**src/sv/ate_pkg.sv**
```systemverilog
// ----------------------------------------------------------------------------
// ate_pkg
// Shared types and constants for the text terminal engine: command codes
// passed from the parser to the executor, queue entry layout, FSM states.
// ----------------------------------------------------------------------------
package ate_pkg;

    localparam int COL_W       = 7;
    localparam int ROW_W       = 6;
    localparam int ADDR_W      = COL_W + ROW_W;
    localparam int SEQ_LAST    = 15;
    localparam int QUEUE_DEPTH = 2;

    localparam logic [7:0]  COLS_RESET   = 8'd80;
    localparam logic [6:0]  ROWS_RESET   = 7'd25;
    localparam logic [7:0]  COLS_MAX     = 8'd128;
    localparam logic [6:0]  ROWS_MAX     = 7'd64;
    localparam logic [7:0]  DEFAULT_ATTR = 8'h07;
    localparam logic [7:0]  CHAR_SPACE   = 8'h20;
    localparam logic [15:0] BLANK_CELL   = {DEFAULT_ATTR, CHAR_SPACE};

    localparam logic [1:0] OP_PUT  = 2'd0;
    localparam logic [1:0] OP_ATTR = 2'd1;
    localparam logic [1:0] OP_READ = 2'd2;
    localparam logic [1:0] OP_NONE = 2'd3;

    typedef enum logic [3:0] {
        CMD_NOP,
        CMD_PRINT,
        CMD_NEWLINE,
        CMD_SETATTR,
        CMD_READ,
        CMD_RIGHT,
        CMD_LEFT,
        CMD_HOME,
        CMD_COL0,
        CMD_CLR_EOL,
        CMD_CLR_LINE,
        CMD_CLR_SCREEN,
        CMD_SGR
    } t_cmd_op;

    // d0/d1: character, attribute, or SGR keep mask and set bits
    typedef struct packed {
        t_cmd_op          op;
        logic [7:0]       d0;
        logic [7:0]       d1;
        logic [ROW_W-1:0] row;
        logic [COL_W-1:0] col;
    } t_cmd;

    typedef struct packed {
        logic       we_cols;
        logic       we_rows;
        logic [7:0] cols;
        logic [6:0] rows;
    } t_cfg_wr;

    typedef enum logic [1:0] {
        PM_NORMAL,
        PM_ESC,
        PM_CSI
    } t_pmode;

    typedef enum logic [2:0] {
        BS_INIT,
        BS_IDLE,
        BS_READ,
        BS_SCR_RD,
        BS_SCR_WR,
        BS_FILL
    } t_bstate;

endpackage

```
**src/sv/ate_front.sv**
```systemverilog
// ----------------------------------------------------------------------------
// ate_front
// Byte parser: decodes each item into one executor command, tracking the
// ESC / CSI sequence and folding SGR codes into a keep mask and set bits.
// ----------------------------------------------------------------------------
module ate_front
    import ate_pkg::*;
(
    input  logic        i_clk,
    input  logic        i_rst_n,
    input  logic        i_accept,
    input  logic [1:0]  i_operation,
    input  logic [7:0]  i_char_byte,
    input  logic [7:0]  i_attr_value,
    input  logic [5:0]  i_read_row,
    input  logic [6:0]  i_read_col,
    output t_cmd        o_cmd
);

    localparam logic [7:0] CH_ESC  = 8'h1B;
    localparam logic [7:0] CH_LBR  = 8'h5B;
    localparam logic [7:0] CH_SEMI = 8'h3B;
    localparam logic [7:0] CH_NL   = 8'h0A;
    localparam logic [7:0] CH_0    = 8'h30;
    localparam logic [7:0] CH_2    = 8'h32;
    localparam logic [7:0] CH_9    = 8'h39;
    localparam logic [7:0] CH_CC   = 8'h43;
    localparam logic [7:0] CH_CD   = 8'h44;
    localparam logic [7:0] CH_CG   = 8'h47;
    localparam logic [7:0] CH_CH   = 8'h48;
    localparam logic [7:0] CH_CJ   = 8'h4A;
    localparam logic [7:0] CH_CK   = 8'h4B;
    localparam logic [7:0] CH_M    = 8'h6D;
    localparam logic [9:0] V_SAT   = 10'd1000;

    // ANSI colour index to VGA order is a reversal of the three bits
    function automatic logic [3:0] cmap(input logic [2:0] idx, input logic bright);
        logic [3:0] v;
        v = {1'b0, idx[0], idx[1], idx[2]};
        if (bright && v != 4'd0) begin
            v = v | 4'h8;
        end
        return v;
    endfunction

    // returns {bright, keep, set} after one SGR code
    function automatic logic [16:0] sgr_apply(input logic [9:0] v, input logic br,
                                             input logic [7:0] k, input logic [7:0] s);
        logic       nb;
        logic [7:0] k2;
        logic [7:0] s2;
        logic [9:0] d;
        nb = br;
        k2 = 8'hFF;
        s2 = 8'h00;
        d  = 10'd0;
        if (v == 10'd0) begin
            k2 = 8'h00; s2 = DEFAULT_ATTR; nb = 1'b0;
        end else if (v == 10'd1) begin
            nb = 1'b1;
        end else if (v == 10'd22) begin
            nb = 1'b0;
        end else if (v == 10'd39) begin
            k2 = 8'hF0; s2 = DEFAULT_ATTR;
        end else if (v == 10'd49) begin
            k2 = 8'h0F;
        end else if (v >= 10'd30 && v <= 10'd37) begin
            d = v - 10'd30;
            k2 = 8'hF0; s2 = {4'h0, cmap(d[2:0], br)};
        end else if (v >= 10'd40 && v <= 10'd47) begin
            d = v - 10'd40;
            k2 = 8'h0F; s2 = {cmap(d[2:0], 1'b0), 4'h0};
        end else if (v >= 10'd90 && v <= 10'd97) begin
            d = v - 10'd90;
            k2 = 8'hF0; s2 = {4'h0, cmap(d[2:0], 1'b1)};
        end else if (v >= 10'd100 && v <= 10'd107) begin
            d = v - 10'd100;
            k2 = 8'h0F; s2 = {cmap(d[2:0], 1'b1), 4'h0};
        end
        return {nb, k & k2, (s & k2) | s2};
    endfunction

    t_pmode     r_mode, n_mode;
    logic [3:0] r_len, n_len;
    logic       r_is2, n_is2;
    logic [9:0] r_v, n_v;
    logic       r_dig, n_dig;
    logic       r_first, n_first;
    logic       r_br, n_br;
    logic [7:0] r_k, n_k;
    logic [7:0] r_s, n_s;

    logic        is_digit, is_letter, stored, print_it;
    logic [13:0] v_mul;
    logic [16:0] fld;

    always_ff @(posedge i_clk) begin
        if (!i_rst_n) begin
            r_mode <= PM_NORMAL;
            r_len  <= 4'd0;
        end else begin
            r_mode <= n_mode;
            r_len  <= n_len;
        end
        r_is2   <= n_is2;
        r_v     <= n_v;
        r_dig   <= n_dig;
        r_first <= n_first;
        r_br    <= n_br;
        r_k     <= n_k;
        r_s     <= n_s;
    end

    assign is_digit  = i_char_byte >= CH_0 && i_char_byte <= CH_9;
    assign is_letter = (i_char_byte >= 8'h41 && i_char_byte <= 8'h5A)
                    || (i_char_byte >= 8'h61 && i_char_byte <= 8'h7A);
    assign stored    = r_len < 4'(SEQ_LAST);
    assign v_mul     = {1'b0, r_v, 3'b000} + {3'b000, r_v, 1'b0}
                     + {6'd0, i_char_byte - CH_0};
    assign fld       = sgr_apply(r_v, r_br, r_k, r_s);

    always_comb begin
        n_mode   = r_mode;
        n_len    = r_len;
        n_is2    = r_is2;
        n_v      = r_v;
        n_dig    = r_dig;
        n_first  = r_first;
        n_br     = r_br;
        n_k      = r_k;
        n_s      = r_s;
        print_it = 1'b0;
        o_cmd    = '{op: CMD_NOP, d0: 8'h00, d1: 8'h00, row: i_read_row, col: i_read_col};

        if (i_accept) begin
            unique case (i_operation)
                OP_ATTR: begin
                    o_cmd.op = CMD_SETATTR;
                    o_cmd.d0 = i_attr_value;
                end
                OP_READ: o_cmd.op = CMD_READ;
                OP_NONE: o_cmd.op = CMD_NOP;
                default: begin
                    unique case (r_mode)
                        PM_NORMAL: begin
                            if (i_char_byte == CH_ESC) begin
                                n_mode = PM_ESC;
                            end else begin
                                print_it = 1'b1;
                            end
                        end
                        PM_ESC: begin
                            if (i_char_byte == CH_LBR) begin
                                n_mode  = PM_CSI;
                                n_len   = 4'd0;
                                n_v     = 10'd0;
                                n_dig   = 1'b0;
                                n_first = 1'b1;
                                n_br    = 1'b0;
                                n_k     = 8'hFF;
                                n_s     = 8'h00;
                            end else begin
                                n_mode   = PM_NORMAL;
                                print_it = 1'b1;
                            end
                        end
                        default: begin
                            if (is_digit || is_letter || i_char_byte == CH_SEMI) begin
                                if (stored) begin
                                    n_len = r_len + 4'd1;
                                    if (r_len == 4'd0) begin
                                        n_is2 = i_char_byte == CH_2;
                                    end
                                    if (is_digit) begin
                                        n_v   = (v_mul > 14'(V_SAT)) ? V_SAT : v_mul[9:0];
                                        n_dig = 1'b1;
                                    end else if (i_char_byte == CH_SEMI) begin
                                        {n_br, n_k, n_s} = fld;
                                        n_v     = 10'd0;
                                        n_dig   = 1'b0;
                                        n_first = 1'b0;
                                    end
                                end
                                if (is_letter) begin
                                    n_mode = PM_NORMAL;
                                    n_len  = 4'd0;
                                    // a letter that finds the buffer full is dropped
                                    if (stored) begin
                                        if (r_len == 4'd0) begin
                                            unique case (i_char_byte)
                                                CH_CC:   o_cmd.op = CMD_RIGHT;
                                                CH_CD:   o_cmd.op = CMD_LEFT;
                                                CH_CH:   o_cmd.op = CMD_HOME;
                                                CH_CK:   o_cmd.op = CMD_CLR_EOL;
                                                CH_CG:   o_cmd.op = CMD_COL0;
                                                CH_M:    o_cmd.op = CMD_SGR;
                                                default: o_cmd.op = CMD_NOP;
                                            endcase
                                        end else if (r_len == 4'd1 && r_is2) begin
                                            if (i_char_byte == CH_CJ) begin
                                                o_cmd.op = CMD_CLR_SCREEN;
                                            end else if (i_char_byte == CH_CK) begin
                                                o_cmd.op = CMD_CLR_LINE;
                                            end
                                        end else if (i_char_byte == CH_M) begin
                                            o_cmd.op = CMD_SGR;
                                        end
                                        // an empty field before m only counts when first
                                        if (r_dig || r_first) begin
                                            o_cmd.d0 = fld[15:8];
                                            o_cmd.d1 = fld[7:0];
                                        end else begin
                                            o_cmd.d0 = r_k;
                                            o_cmd.d1 = r_s;
                                        end
                                    end
                                end
                            end else begin
                                n_mode   = PM_NORMAL;
                                print_it = 1'b1;
                            end
                        end
                    endcase
                end
            endcase
            if (print_it) begin
                o_cmd.op = (i_char_byte == CH_NL) ? CMD_NEWLINE : CMD_PRINT;
                o_cmd.d0 = i_char_byte;
            end
        end
    end

endmodule

```
**config.mk**
```make
export PLATFORM = sky130hd
export DESIGN_NAME = ate_front
export DESIGN_NICKNAME = d
export VERILOG_FILES = /design/src/sv/ate_pkg.sv /design/src/sv/ate_front.sv
export SDC_FILE = /design/constraint.sdc
export NUM_CORES = 1
export LEC_CHECK = 0
export BUFFER_PORTS_ARGS = -buffer_cell sky130_fd_sc_hd__buf_2
export CAP_MARGIN = 0
export CORE_ASPECT_RATIO = 1.4
export CORE_MARGIN = 3
export CORE_UTILIZATION = 35
export DETAILED_ROUTE_END_ITERATION = 7
export GPL_ROUTABILITY_DRIVEN = 0
export GPL_TIMING_DRIVEN = 0
export SYNTH_ARGS = -nofsm -noshare
export SYNTH_HDL_FRONTEND = slang
export SYNTH_SLANG_ARGS = --single-unit
```
**constraint.sdc**
```tcl
create_clock -name i_clk -period 6 [get_ports i_clk]
set_input_delay 0.3 -clock i_clk [delete_from_list [all_inputs] [get_ports i_clk]]
set_output_delay 0.3 -clock i_clk [all_outputs]
set_load 0.02 [all_outputs]
```
==> impl_metrics.env <==
export IMPL_multi_input_area_sq_um=2611
export IMPL_antenna_found_initial=0
export IMPL_drt_wl_total_um=11640
export IMPL_fmax_ghz=0.2617
export IMPL_p_int_mw=0.4716
export IMPL_first_pass_iters=4
export IMPL_path_buf_inv=4
export IMPL_fillers=1140
export IMPL_synth_cell_types=73
export IMPL_synth_area_sq_um=4003
export IMPL_cts_clk_slew_worst_paths_ps=60
export IMPL_powerDensity_nw_per_um2=143.1
export IMPL_setup_violations=0
export IMPL_power_frac_comb_pct=20.0
export IMPL_ir_worst_vdd_mv=0.1160
export IMPL_synthTopCellsByArea="edfxtp_1 (23%), ha_1 (8.8%), nand2_1 (3.7%)"
export IMPL_cp_cell_sequence="clkbuf_1, inv_1, fa_1, inv_1, ha_1, buf_2, o2111a_1, nor3_1, a2111oi_0, o31ai_2, o31a_1"
export IMPL_start_util_pct=36.27
export IMPL_synth_nets=555
export IMPL_synth_top_area_share_pct=22.51
export IMPL_postSynthAreaPerCell_sq_um=8.219
export IMPL_cts_root_buf="clkbuf_16"
export IMPL_power_leakage_nw=1.877
export IMPL_grt_max_degree=18
export IMPL_postRouteAntennaNets=0
export IMPL_std_cell_rows=45
export IMPL_startpoint_type="register"
export IMPL_cts_tree="built"
export IMPL_critical_path_required_ps=6030
export IMPL_synth_flop_cell="edfxtp_1"
export IMPL_grt_first_pass_wirelength_um=18370
export IMPL_synth_area_leader_cell="edfxtp_1"
export IMPL_worstPathMaxFanout=10
export IMPL_cts_sinks=36
export IMPL_period_needed_ps=3821
export IMPL_dr_first_iter_drc_count=266
export IMPL_synth_cells=487
export IMPL_area_growth_pct=14.44
export IMPL_clockBufferDepth=2
export IMPL_fin_worst_skew_ps=4.151
export IMPL_die_height_um=132.5
export IMPL_numCtsBuffers=5
export IMPL_synth_most_common_cell="nand2_1"
export IMPL_htreeDepth=2
export IMPL_fin_setup_tns_ps=0
export IMPL_cap_violations=0
export IMPL_hpwlAfterDp_um=9166
export IMPL_period_share_pct=63.68
export IMPL_hold_buffers=0
export IMPL_grt_ovfl_total=0
export IMPL_ys_seq_area_share_pct=25.51
export IMPL_synth_common_cells="nand2_1 (39), inv_1 (38), nor2_1 (31)"
export IMPL_worstSkewPairLatency_ps=280
export IMPL_hold_path_class="in -> reg"
export IMPL_cp_top_family="compound AO/OA/AOI/OAI gates"
export IMPL_power_share_clock_pct=39.2
export IMPL_max_stage_delay_ps=560
export IMPL_dp_cells=679
export IMPL_ff_latch_area_sq_um=1021
export IMPL_slowest_stage="a2111oi_0"
export IMPL_rsz0062_at_grt="false"
export IMPL_async_reset_ff_share_pct=0
export IMPL_synth_edf_count=30
export IMPL_drive_above_1_share_pct=17.95
export IMPL_coreArea_sq_um=11040
export IMPL_worst_ep_arrival_time_ps=3860
export IMPL_via_per_inst=5.710
export IMPL_swShare_pct=28.04
export IMPL_ctsResizeCount=0
export IMPL_crit_type="reg -> reg"
export IMPL_ioPinCount=67
export IMPL_track_usage_pct=17.90
export IMPL_relSlewSlack_pct=31.43
export IMPL_drc=0
export IMPL_seqPwrFrac_pct=40.8
export IMPL_crit_path_end_kind="register"
export IMPL_synth_seq_cells=36
export IMPL_hold_slack_ps=313.2
export IMPL_status="finished clean"
export IMPL_switchingPower_mw=0.1838
export IMPL_grt_pass1_vias=3738
export IMPL_maxSlewViolCount=0
export IMPL_antenna_cells=0
export IMPL_nets=613
export IMPL_fin_cells=687
export IMPL_vias=3923
export IMPL_path_common_cell="inv_1"
export IMPL_cts_setup_buffers=0
export IMPL_die_width_um=96.38
export IMPL_ys_warn_count=0
export IMPL_place_port_buffers=51
export IMPL_hold_violations=0
export IMPL_tightest_slew_ps=1025
export IMPL_die_area_sq_um=12770
export IMPL_wl_per_cell_um=16.95
[state kept, by name, indices dropped and copies added, names as in the netlist, 2 cells and up]
register / cells
r_s: 8
r_len: 4
r_k: 8
r_v: 10
r_mode: 2
[final timing paths]
| path | from | end | slack [ps] | depth (start not counted) |
|---|---|---|---|---|
| setup / recovery | r_v[4] | r_v[3] | 2180 | 11 |
| hold / removal | i_rst_n | r_len[3] | 310 | 3 |
| setup reg to reg | r_v[4] | r_v[3] | 2180 | 11 |
| hold reg to reg | r_mode[0] | r_mode[0] | 520 | 2 |
[cell usage in the layout (no fill, tap or decap), types with 6 or more instances in the layout]
master,instances
nor2b_1,7
or3_1,7
inv_1,38
dfxtp_1,6
nand4_1,9
xor2_1,6
nand2b_1,7
fa_1,6
nor2_1,31
buf_4,13
a211oi_1,9
edfxtp_1,30
ha_1,28
o21ai_0,19
o21a_1,9
nand3_1,22
and3_1,9
a31oi_1,11
nor3_1,27
a21o_1,10
clkbuf_1,18
nand2_1,39
buf_2,58
a21oi_1,18
[metal layers]
metal / vias up / part of all wire, % / GRT usage (%)
met3: 18 / 4.4 / 1.479
met2: 124 / 54 / 33.88
met1: 1852 / 39 / 20.42
met4: 0 / 2.3 / 5.772
met5: - / 0 / 0
li1: 1929 / - / -
[final cells by class]
| cell class | count | area share (%) |
|---|---|---|
| timing repair buffer | 51 | 5.572 |
| multi-input combinational | 371 | 57.01 |
| inverter | 39 | 3.196 |
| clock inverter | 3 | 0.4097 |
| sequential | 36 | 22.29 |
| buffer | 41 | 4.944 |
| clock buffer | 5 | 2.731 |
| tap | 141 | 3.851 |
[power groups by stage]
stage	logic, mW	clock network, mW	registers, mW
after floorplan	0.0920	0	0.273
after global placement	0.129	0	0.273
after detailed placement	0.130	0	0.273
after CTS	0.131	0.263	0.267
after global routing	0.145	0.273	0.267
final	0.131	0.257	0.267
[worst register-to-register path, stage by stage, from the launching register on]
cell,delay (ps)
edfxtp_1,380
clkbuf_1,380
inv_1,180
fa_1,540
inv_1,50
ha_1,310
buf_2,200
o2111a_1,250
nor3_1,90
a2111oi_0,560
o31ai_2,300
o31a_1,340
[stage by stage]
step / util (%) / power [mW] / setup slack (ps) / cell area (sq um)
after CTS: 41.49 / 0.6609 / 2187 / 4578
after floorplan: - / 0.3645 / 2706 / 4003
after global placement: 40.18 / 0.4014 / 2143 / 4434
final: 41.51 / 0.6553 / 2179 / 4581
after detailed placement: 40.18 / 0.4030 / 2083 / 4434
after global routing: 41.51 / 0.6850 / 1909 / 4581
[kinds of logic after synthesis]
kind of cell / Yosys count / share of synthesized area [%]
simple gates: 195 / 26.73
compound gates: 130 / 24.01
buf+inv: 80 / 9.315
flops: 36 / 25.51
fa+ha+maj: 34 / 11.75
xor+xnor: 10 / 2.188
mux: 2 / 0.5002
(Power assumes the default switching activity.)
