[src/sv/ate_pkg.sv]
// ----------------------------------------------------------------------------
// ate_pkg
// Shared types and constants for the text terminal engine: command codes
// passed from the parser to the executor, queue entry layout, FSM states.
// ----------------------------------------------------------------------------
package ate_pkg;

    localparam int COL_W       = 7;
    localparam int ROW_W       = 6;
    localparam int ADDR_W      = COL_W + ROW_W;
    localparam int SEQ_LAST    = 15;
    localparam int QUEUE_DEPTH = 2;

    localparam logic [7:0]  COLS_RESET   = 8'd80;
    localparam logic [6:0]  ROWS_RESET   = 7'd25;
    localparam logic [7:0]  COLS_MAX     = 8'd128;
    localparam logic [6:0]  ROWS_MAX     = 7'd64;
    localparam logic [7:0]  DEFAULT_ATTR = 8'h07;
    localparam logic [7:0]  CHAR_SPACE   = 8'h20;
    localparam logic [15:0] BLANK_CELL   = {DEFAULT_ATTR, CHAR_SPACE};

    localparam logic [1:0] OP_PUT  = 2'd0;
    localparam logic [1:0] OP_ATTR = 2'd1;
    localparam logic [1:0] OP_READ = 2'd2;
    localparam logic [1:0] OP_NONE = 2'd3;

    typedef enum logic [3:0] {
        CMD_NOP,
        CMD_PRINT,
        CMD_NEWLINE,
        CMD_SETATTR,
        CMD_READ,
        CMD_RIGHT,
        CMD_LEFT,
        CMD_HOME,
        CMD_COL0,
        CMD_CLR_EOL,
        CMD_CLR_LINE,
        CMD_CLR_SCREEN,
        CMD_SGR
    } t_cmd_op;

    // d0/d1: character, attribute, or SGR keep mask and set bits
    typedef struct packed {
        t_cmd_op          op;
        logic [7:0]       d0;
        logic [7:0]       d1;
        logic [ROW_W-1:0] row;
        logic [COL_W-1:0] col;
    } t_cmd;

    typedef struct packed {
        logic       we_cols;
        logic       we_rows;
        logic [7:0] cols;
        logic [6:0] rows;
    } t_cfg_wr;

    typedef enum logic [1:0] {
        PM_NORMAL,
        PM_ESC,
        PM_CSI
    } t_pmode;

    typedef enum logic [2:0] {
        BS_INIT,
        BS_IDLE,
        BS_READ,
        BS_SCR_RD,
        BS_SCR_WR,
        BS_FILL
    } t_bstate;

endpackage

[src/sv/ate_queue.sv]
// ----------------------------------------------------------------------------
// ate_queue
// Short command queue between parser and executor.
// ----------------------------------------------------------------------------
module ate_queue
    import ate_pkg::*;
(
    input  logic i_clk,
    input  logic i_rst_n,
    input  logic i_push,
    input  t_cmd i_cmd,
    input  logic i_pop,
    output t_cmd o_cmd,
    output logic o_full,
    output logic o_empty
);

    localparam int PTR_W = $clog2(QUEUE_DEPTH);
    localparam int CNT_W = $clog2(QUEUE_DEPTH + 1);

    t_cmd             r_slot [QUEUE_DEPTH];
    logic [PTR_W-1:0] r_wptr, r_rptr;
    logic [CNT_W-1:0] r_count;

    assign o_full  = r_count == CNT_W'(QUEUE_DEPTH);
    assign o_empty = r_count == '0;
    assign o_cmd   = r_slot[r_rptr];

    always_ff @(posedge i_clk) begin
        if (!i_rst_n) begin
            r_wptr  <= '0;
            r_rptr  <= '0;
            r_count <= '0;
        end else begin
            if (i_push) begin
                r_wptr <= (r_wptr == PTR_W'(QUEUE_DEPTH - 1)) ? '0 : r_wptr + 1'b1;
            end
            if (i_pop) begin
                r_rptr <= (r_rptr == PTR_W'(QUEUE_DEPTH - 1)) ? '0 : r_rptr + 1'b1;
            end
            r_count <= r_count + CNT_W'(i_push) - CNT_W'(i_pop);
        end
        if (i_push) begin
            r_slot[r_wptr] <= i_cmd;
        end
    end

`ifndef ASSERT_OFF
    a_no_overflow: assert property (@(posedge i_clk) disable iff (!i_rst_n)
        !(i_push && o_full && !i_pop))
        else $error("queue push while full");
    a_no_underflow: assert property (@(posedge i_clk) disable iff (!i_rst_n)
        !(i_pop && o_empty))
        else $error("queue pop while empty");
`endif

endmodule

[config.mk]
export PLATFORM = sky130hd
export DESIGN_NAME = ate_queue
export DESIGN_NICKNAME = d
export VERILOG_FILES = /design/src/sv/ate_pkg.sv /design/src/sv/ate_queue.sv
export SDC_FILE = /design/constraint.sdc
export NUM_CORES = 1
export LEC_CHECK = 0
export BUFFER_PORTS_ARGS = -buffer_cell sky130_fd_sc_hd__buf_2
export CORE_AREA = 3 3 83 85
export DETAILED_ROUTE_END_ITERATION = 10
export DIE_AREA = 0 0 86 88
export GPL_TIMING_DRIVEN = 0
export HOLD_SLACK_MARGIN = 0.05
export PLACE_DENSITY_LB_ADDON = 0.08
export SKIP_CTS_REPAIR_TIMING = 1
export SYNTH_ARGS = -nofsm -noshare
export SYNTH_HDL_FRONTEND = slang
export SYNTH_SLANG_ARGS = --single-unit
[constraint.sdc]
create_clock -name i_clk -period 3.35 [get_ports i_clk]
set_input_delay 0.335 -clock i_clk [delete_from_list [all_inputs] [get_ports i_clk]]
set_output_delay 0.335 -clock i_clk [all_outputs]
set_load 0.01 [all_outputs]
==> results of run 1 <==
-- logic make-up after synthesis --
kind of cell	after synthesis	synth area share
adders and majority gates	2	0.00906
xor gates and xnor gates	2	0.0113
DFF	71	0.754
and+or+nand+nor	9	0.0195
buffers and inverters	6	0.0285
muxes	33	0.175
AOI/OAI and AO/OA	1	0.00272
-- synthesized netlist by cell type --
master    number  area [sq um]
edfxtp_1      66          1980
mux2_4        30           450
dfxtp_1        5           100
and2_1         4          25.0
nor2b_1        4          25.0
buf_12         3          60.1
mux2_2         3          33.8
ha_1           2          25.0
inv_1          2          7.51
buf_6          1          11.3
nor2_1         1          3.75
o21a_1         1          7.51
xnor3_1        1          22.5
xor2_1         1          8.76
-- worst max-delay path by stage --
stage                     startpoint             to  slack [ns]
final                      flip-flop       o_cmd[1]        1.62
after global routing       flip-flop      o_cmd[13]        1.55
after CTS                  flip-flop      o_cmd[12]        1.59
after detailed placement      i_push  r_slot[1][16]        1.79
after global placement        i_push  r_slot[0][17]        0.15
after floorplan               i_push   r_slot[0][0]        1.07
-- where the power goes --
group	total (uW)	switching (uW)	internal (uW)	leakage (uW)
clock	625	287	338	0.0000945
combinational	267	117	151	0.000632
sequential	1040	17.0	1020	0.000661
total	1930	421	1510	0.00139
-- layout make-up --
cell class                 instances  area share
buffer                             4      0.0208
clock buffer                      11      0.0383
clock inverter                     5      0.0142
inverter                           2     0.00219
multi-input combinational         47       0.178
sequential                        71       0.607
tap                               77      0.0281
timing repair buffer              72       0.112
-- layer usage --
| metal | up-vias | part of all wire | GRT usage |
|---|---|---|---|
| met1 | 645 | 0.37 | 0.129 |
| met5 | - | 0 | 0 |
| met2 | 43 | 0.54 | 0.213 |
| met3 | 8 | 0.070 | 0.0367 |
| li1 | 642 | - | - |
| met4 | 0 | 0.017 | 0.0734 |
-- critical path, delay by kind of cell (launching register included) --
family                 cells  cell delay (ns)
DFF                        1             0.32
buffers and inverters      3             0.43
muxes                      1             0.30
-- flip-flops by register name, summed over array words and instances (netlist names), named ones only --
register	count
r_slot	66
r_wptr	1
r_count	2
r_rptr	1
-- stage by stage --
step            util  instance area (sq um)  instances  hold WS, ns  total power, uW
2_1_floorplan      -                   2760        124        0.434             1230
3_3_place_gp   0.512                   3210        272        0.522             1320
3_5_place_dp   0.518                   3250        273        0.527             1330
4_1_cts        0.547                   3430        289        0.173             1960
5_1_grt        0.547                   3430        289        0.168             2030
6_report       0.547                   3430        289        0.194             1930
==> results.txt, run 1 <==
The CTS clock-pin slew for the worst setup and hold paths is 0.07 ns. Of the cells placed in the final design, the portion with a size suffix greater than 1 is 0.585. The worst hold path belongs to the class input port to flip-flop.

TritonCTS built the clock tree. The count of unresolved DRC violations after routing is 0. The gate count after technology mapping came out at 124.

The mean area per synthesized cell came out at 22.3 sq um. The last weighted congestion value of the routability-driven placer is 0.720. The root buffer cell is clkbuf_8. Adding up every negative setup slack in the final design gives 0 ns. The fraction of the yosys area taken by sequential cells came out at 0.754.

The clock period minus final worst setup slack is 1.73 ns. The largest stage delay on the critical path came out at 0.32 ns. The pre-antenna-repair detailed-routing pass consisted of 4 iterations. The count of vias placed by the detailed router is 1,338.

The category of the worst setup path capture point is an output pin. The maximum frequency from static timing analysis is 0.579 GHz. The pin count of the biggest net entering global routing came out at 34. The slew at the pin closest to its max-slew limit is 0.804 ns.

The quantity of I/O buffers inserted on ports is 71. Dividing total power by cell area gives a power density of 564 nW/um^2. Once routing completed, OpenROAD measured the worst setup slack at 1.62 ns. The final period utilization came out at 0.516.

The number of antenna violations at the first check in global routing is 0. Data arrives at the worst endpoint at 1.39 ns. The placeable core area came out at 6280 sq um.

The repair_antennas step left the layout with diodes totalling 0. The library cells used most frequently in the layout, excluding fill and tap cells, are buf_2 (71), edfxtp_1 (66), mux2_4 (30), clkbuf_8 (9), dfxtp_1 (5). The netlist uses 14 different library cells.

By startpoint and endpoint, the worst setup path is classified as flip-flop to output pin. The worst flop-to-flop path endpoint is r_slot[1][31]. The leakage power summed over all cells came out at 0.00139 uW. The global-route congestion overflow total is 0. The latest clock arrival within the worst-skew pair is 0.32 ns. The critical path launch point type is a flip-flop.

The floorplan step defined a die boundary enclosing 7570 sq um. The wire-length estimate of the detail-placed layout is 2990 microns. The startpoint of the lowest-slack hold path is i_cmd[0]. The footprint of the multi-input gates is 611 sq um. Setup repair after global routing left no endpoint under its margin. Between clock sinks in the finished design, the worst skew comes to 0.00514 ns. The Yosys step of the flow raised 0 warnings. The total of fill cells in the finished design came out at 517. The signal on the critical path passes through buf_6 -> buf_12 -> mux2_4 -> buf_2.

The worst-case headroom to the max-slew limit came out at 0.464. The via count of the first global-routing pass is 1,461. For this design, the slowest cell found on the critical path is dfxtp_1. The worst-case clock buffer depth is 2.

Compared with the post-synthesis result, the final layout area differs by 24.2%. The worst register-to-register path begins at r_wptr. The most common cell after layout, fill and taps aside is buf_2. The maximum resistive drop on vdd is 0.315 mV. The pre-CTS worst setup slack came out at 1.79 ns. The final-report hold violation count came to 0. The highest fanout seen on the critical path is 10. The die is 88 microns tall. The total number of placement rows is 29.

The all-layer global routing usage is 0.122. The global-route wire length before repair came out at 6750 microns. Setup violations remaining at the end of the flow were counted as 0.

The routed wirelength normalized by instance count came out at 14.9 microns. In this run, CTS created clock tree buffers numbering 9. The number of nets produced by synthesis came out at 163. The max-cap violation count is 0. The number of nets with antenna violations after detailed routing came out at 0. Pin placement for this block handled 72 I/O pins. The initial standard-cell utilization of the core is 0.440.

The worst-case hold path end point is r_slot[0][0]. The post-synthesis register bit count is 71. The cell count of the worst hold path came out at 1. The routed wire length came out at 4320 microns. Across all register-to-register paths, the minimum setup slack is 1.88 ns. The clock sink total came out at 71. STA puts the critical path data required time at 3.01 ns. The depth of the worst register-to-register path came out at 1. The violation count after the first detailed-routing iteration is 47. The number of levels in the clock H-tree came out at 3. Summing all flip-flop and latch instances after layout gives 2080 sq um. The run finished with clean final reports. The max-slew violation total from the final report is 0. Dividing the detail-routed via count by the number of cells gives 4.63. In this run the horizontal extent of the chip is 86 microns.

The summed instance area of the synthesized netlist is 2760 sq um. In the final design database the tool counted 246 nets.
Power figures use the tool's default switching activity.
==> run 2: changes to the inputs <==
==> constraint.sdc (replaced) <==
create_clock -name i_clk -period 1.4 [get_ports i_clk]
set_input_delay 0.14 -clock i_clk [delete_from_list [all_inputs] [get_ports i_clk]]
set_output_delay 0.14 -clock i_clk [all_outputs]
set_load 0.01 [all_outputs]
==> results.txt, run 2 (same netlist as run 1, synthesis figures left out) <==
Status: complete, but fails checks (was finished, final reports clean). The checks that failed: setup timing. The worst-case headroom to the max-slew limit was 0.343 (was 0.464). The die extent in y is 88 microns (unchanged). The count of nets after finishing came out at 283 (was 246). The depth of the worst register-to-register path was 1 (unchanged). The required time at the worst-slack endpoint is 1.26 ns (was 3.01 ns). The final period utilization came out at 1.12. The length of the first detailed-routing pass in iterations came to 4 (unchanged). The count of vias placed by the detailed router is 1,482 (was 1,338).

The all-layer global routing usage is 0.121 (was 0.122). The clock sink total came out at 71 (unchanged). The slew at the pin closest to its max-slew limit is 0.983 ns (was 0.804 ns). The per-cell via count in the routed design came out at 4.55 (was 4.63). The number of inserted diodes came out at 0 (unchanged). The quantity of I/O buffers inserted on ports is 71 (unchanged). The routed wire length came out at 4850 microns (was 4320 microns). The global-route wire length before repair is 6600 microns (was 6750 microns). The part of the total power dissipated in combinational logic came out at 0.171 (was 0.138). The path type of the worst min-delay path was input port to flip-flop (unchanged). The via count of the first global-routing pass is 1,408 (was 1,461). The critical path launch point type is a flip-flop (unchanged). The CTS tree is built (unchanged). The maximum frequency from static timing analysis came out at 0.638 GHz. The final-report hold violation count came out at 0 (unchanged). The maximum resistive drop on vdd came out at 0.773 mV (was 0.315 mV). The CTS buffer count came out at 9 (unchanged). The total of fill cells in the finished design came out at 445 (was 517). The leakage power summed over all cells came to 0.00167 uW (was 0.00139 uW). The endpoint arrival time on the critical path was 1.43 ns (was 1.39 ns). The clock period minus final worst setup slack is 1.57 ns. The max-cap violation count came out at 0 (unchanged).

The slack of the worst reg-to-reg path was -0.09 ns (was 1.88 ns). Setup repair after global routing missed its margin: yes (was no). The die boundary width was 86 microns (unchanged). The most common cell after layout, fill and taps aside is edfxtp_1 (was buf_2).

The area overhead of the layout relative to synthesis came out at 49.5% (was 24.2%). The pin count of the biggest net entering global routing is 35 (was 34). The highest fanout seen on the critical path was 5 (was 10). The latest clock arrival within the worst-skew pair is 0.34 ns (was 0.32 ns). The root buffer cell is clkbuf_8 (unchanged). The number of flip-flops in the largest register came out at 66 (unchanged). The estimated wirelength of the detail-placed design was 2870 microns (was 2990 microns). The internal power came to 4200 uW (was 1510 uW). The final total negative setup slack came out at -8.13 ns (was 0 ns). The initial standard-cell utilization of the core came out at 0.440 (unchanged). The most flop-heavy register is r_slot (unchanged). The CTS clock-pin slew for the worst setup and hold paths is 0.07 ns (about the same).

The global-route congestion overflow total came out at 0 (unchanged). The maximum clock skew at final layout was 0.00697 ns (was 0.00514 ns). The cell count of the worst hold path is 3 (was 1). The pre-CTS worst setup slack came out at -0.139 ns (was 1.79 ns).

The power per cell area came to 1280 nW/um^2 (was 564 nW/um^2). Largest regs: r_slot (66), r_count (2) (unchanged). The reg-to-reg critical path startpoint is r_wptr (unchanged). The number of antenna violations at the first check in global routing came out at 0 (unchanged). The cell type of the slowest stage on the worst timing path is dfxtp_4 (was dfxtp_1). The worst-case clock buffer depth is 2 (unchanged). The number of nets with antenna violations after detailed routing is 0 (unchanged).

The max-slew violation total from the final report came to 0 (unchanged). The worst flop-to-flop path endpoint was r_slot[0][13] (was r_slot[1][31]). The largest stage delay on the critical path came out at 0.38 ns (was 0.32 ns).

The placeable core area is 6280 sq um (unchanged). The category of the worst setup path capture point is an output pin (unchanged). Most frequent cells in the layout: edfxtp_1 (66), buf_2 (38), dlygate4sd3_1 (34), mux2_4 (33), buf_6 (33) (was buf_2 (71), edfxtp_1 (66), mux2_4 (30), clkbuf_8 (9), dfxtp_1 (5)).

The count of unresolved DRC violations after routing came out at 0 (unchanged). The switching part of the total came out at 0.204 (was 0.218). The sum of internal, switching and leakage power came to 5280 uW (was 1930 uW). The final-report setup violation count is 99 (was 0).

The last weighted congestion value of the routability-driven placer came to 0.654 (was 0.720). The number of top-level design ports is 72 (unchanged). The portion of total power attributed to sequential cells came out at 0.473 (was 0.538). The total number of placement rows is 29 (unchanged). The setup slack after layout is -0.168 ns (was 1.62 ns).

The net switching power came to 1080 uW (was 421 uW). Cells traversed along the worst timing path: buf_12 -> clkbuf_16 -> mux2_4 -> buf_6 (was buf_6 -> buf_12 -> mux2_4 -> buf_2). The number of levels in the clock H-tree came out at 3 (unchanged). The fraction of final layout cells sized beyond drive strength 1 is 0.522 (was 0.585). The routed wirelength normalized by instance count came to 14.9 microns (about the same). The startpoint of the lowest-slack hold path was i_pop (was i_cmd[0]). The full die area is 7570 sq um (unchanged). The violation count after the first detailed-routing iteration came out at 52 (was 47). The start-to-end type of the worst setup path was flip-flop to output pin (unchanged). The clock share of power came out at 0.357 (was 0.323).
[run 2: changes by cell type in the layout (fill, tap and decap cells not counted), sizes merged]
cell and delta:
buf -1, bufinv +2, dlygate4sd3 +34, clkbuf +2
[run 2: worst max-delay path, delay by kind of cell (launching register included)]
kind                   cells  cell delay, ns
buffers and inverters      3            0.41
muxes                      1            0.30
DFF                        1            0.38
[run 2: cell type report]
type                            instances  area (sq um)  area share
Multi-Input combinational cell         47           622       0.151
Clock buffer                            9           124      0.0300
Buffer                                  4          80.1      0.0194
Clock inverter                          7           111      0.0270
Inverter                                2          7.51     0.00182
Tap cell                               77          96.3      0.0233
Sequential cell                        71          2090       0.505
Timing Repair Buffer                  109          1000       0.243
[run 2: metrics by stage]
stage | utilization | hold WS (ns) | std cells | instance area (sq um)
final | 0.658 | 0.153 | 326 | 4130
after global routing | 0.658 | 0.170 | 326 | 4130
after global placement | 0.513 | 0.328 | 272 | 3220
after detailed placement | 0.513 | 0.331 | 272 | 3220
after CTS | 0.551 | -0.0383 | 288 | 3460
after floorplan | - | 0.239 | 124 | 2770
[run 2: layer usage]
metal	share of wire	global-route usage	vias up	wire length, microns
met2	0.55	0.205	45	2680
met4	0.023	0.0863	0	110
met1	0.37	0.127	709	1810
li1	-	-	718	-
met3	0.052	0.0376	10	251
met5	0	0	-	0
[run 2: power groups by stage]
stage | clock [uW] | combinational (uW) | sequential, uW
after global placement | 0 | 621 | 2530
after global routing | 2020 | 966 | 2510
after CTS | 1950 | 638 | 2490
final | 1880 | 901 | 2490
after floorplan | 0 | 419 | 2530
after detailed placement | 0 | 637 | 2540
[run 2: how the worst max path moves through the flow]
stage / startpoint / end / slack [ns] / cells after the start
after floorplan: r_wptr / r_slot[1][0] / 0.14 / 1
after global placement: r_wptr / r_slot[0][11] / -0.12 / 1
after detailed placement: r_wptr / r_slot[0][11] / -0.14 / 1
after CTS: flip-flop / o_cmd[13] / -0.19 / 4
after global routing: flip-flop / o_cmd[15] / -0.22 / 4
final: flip-flop / o_cmd[15] / -0.17 / 4
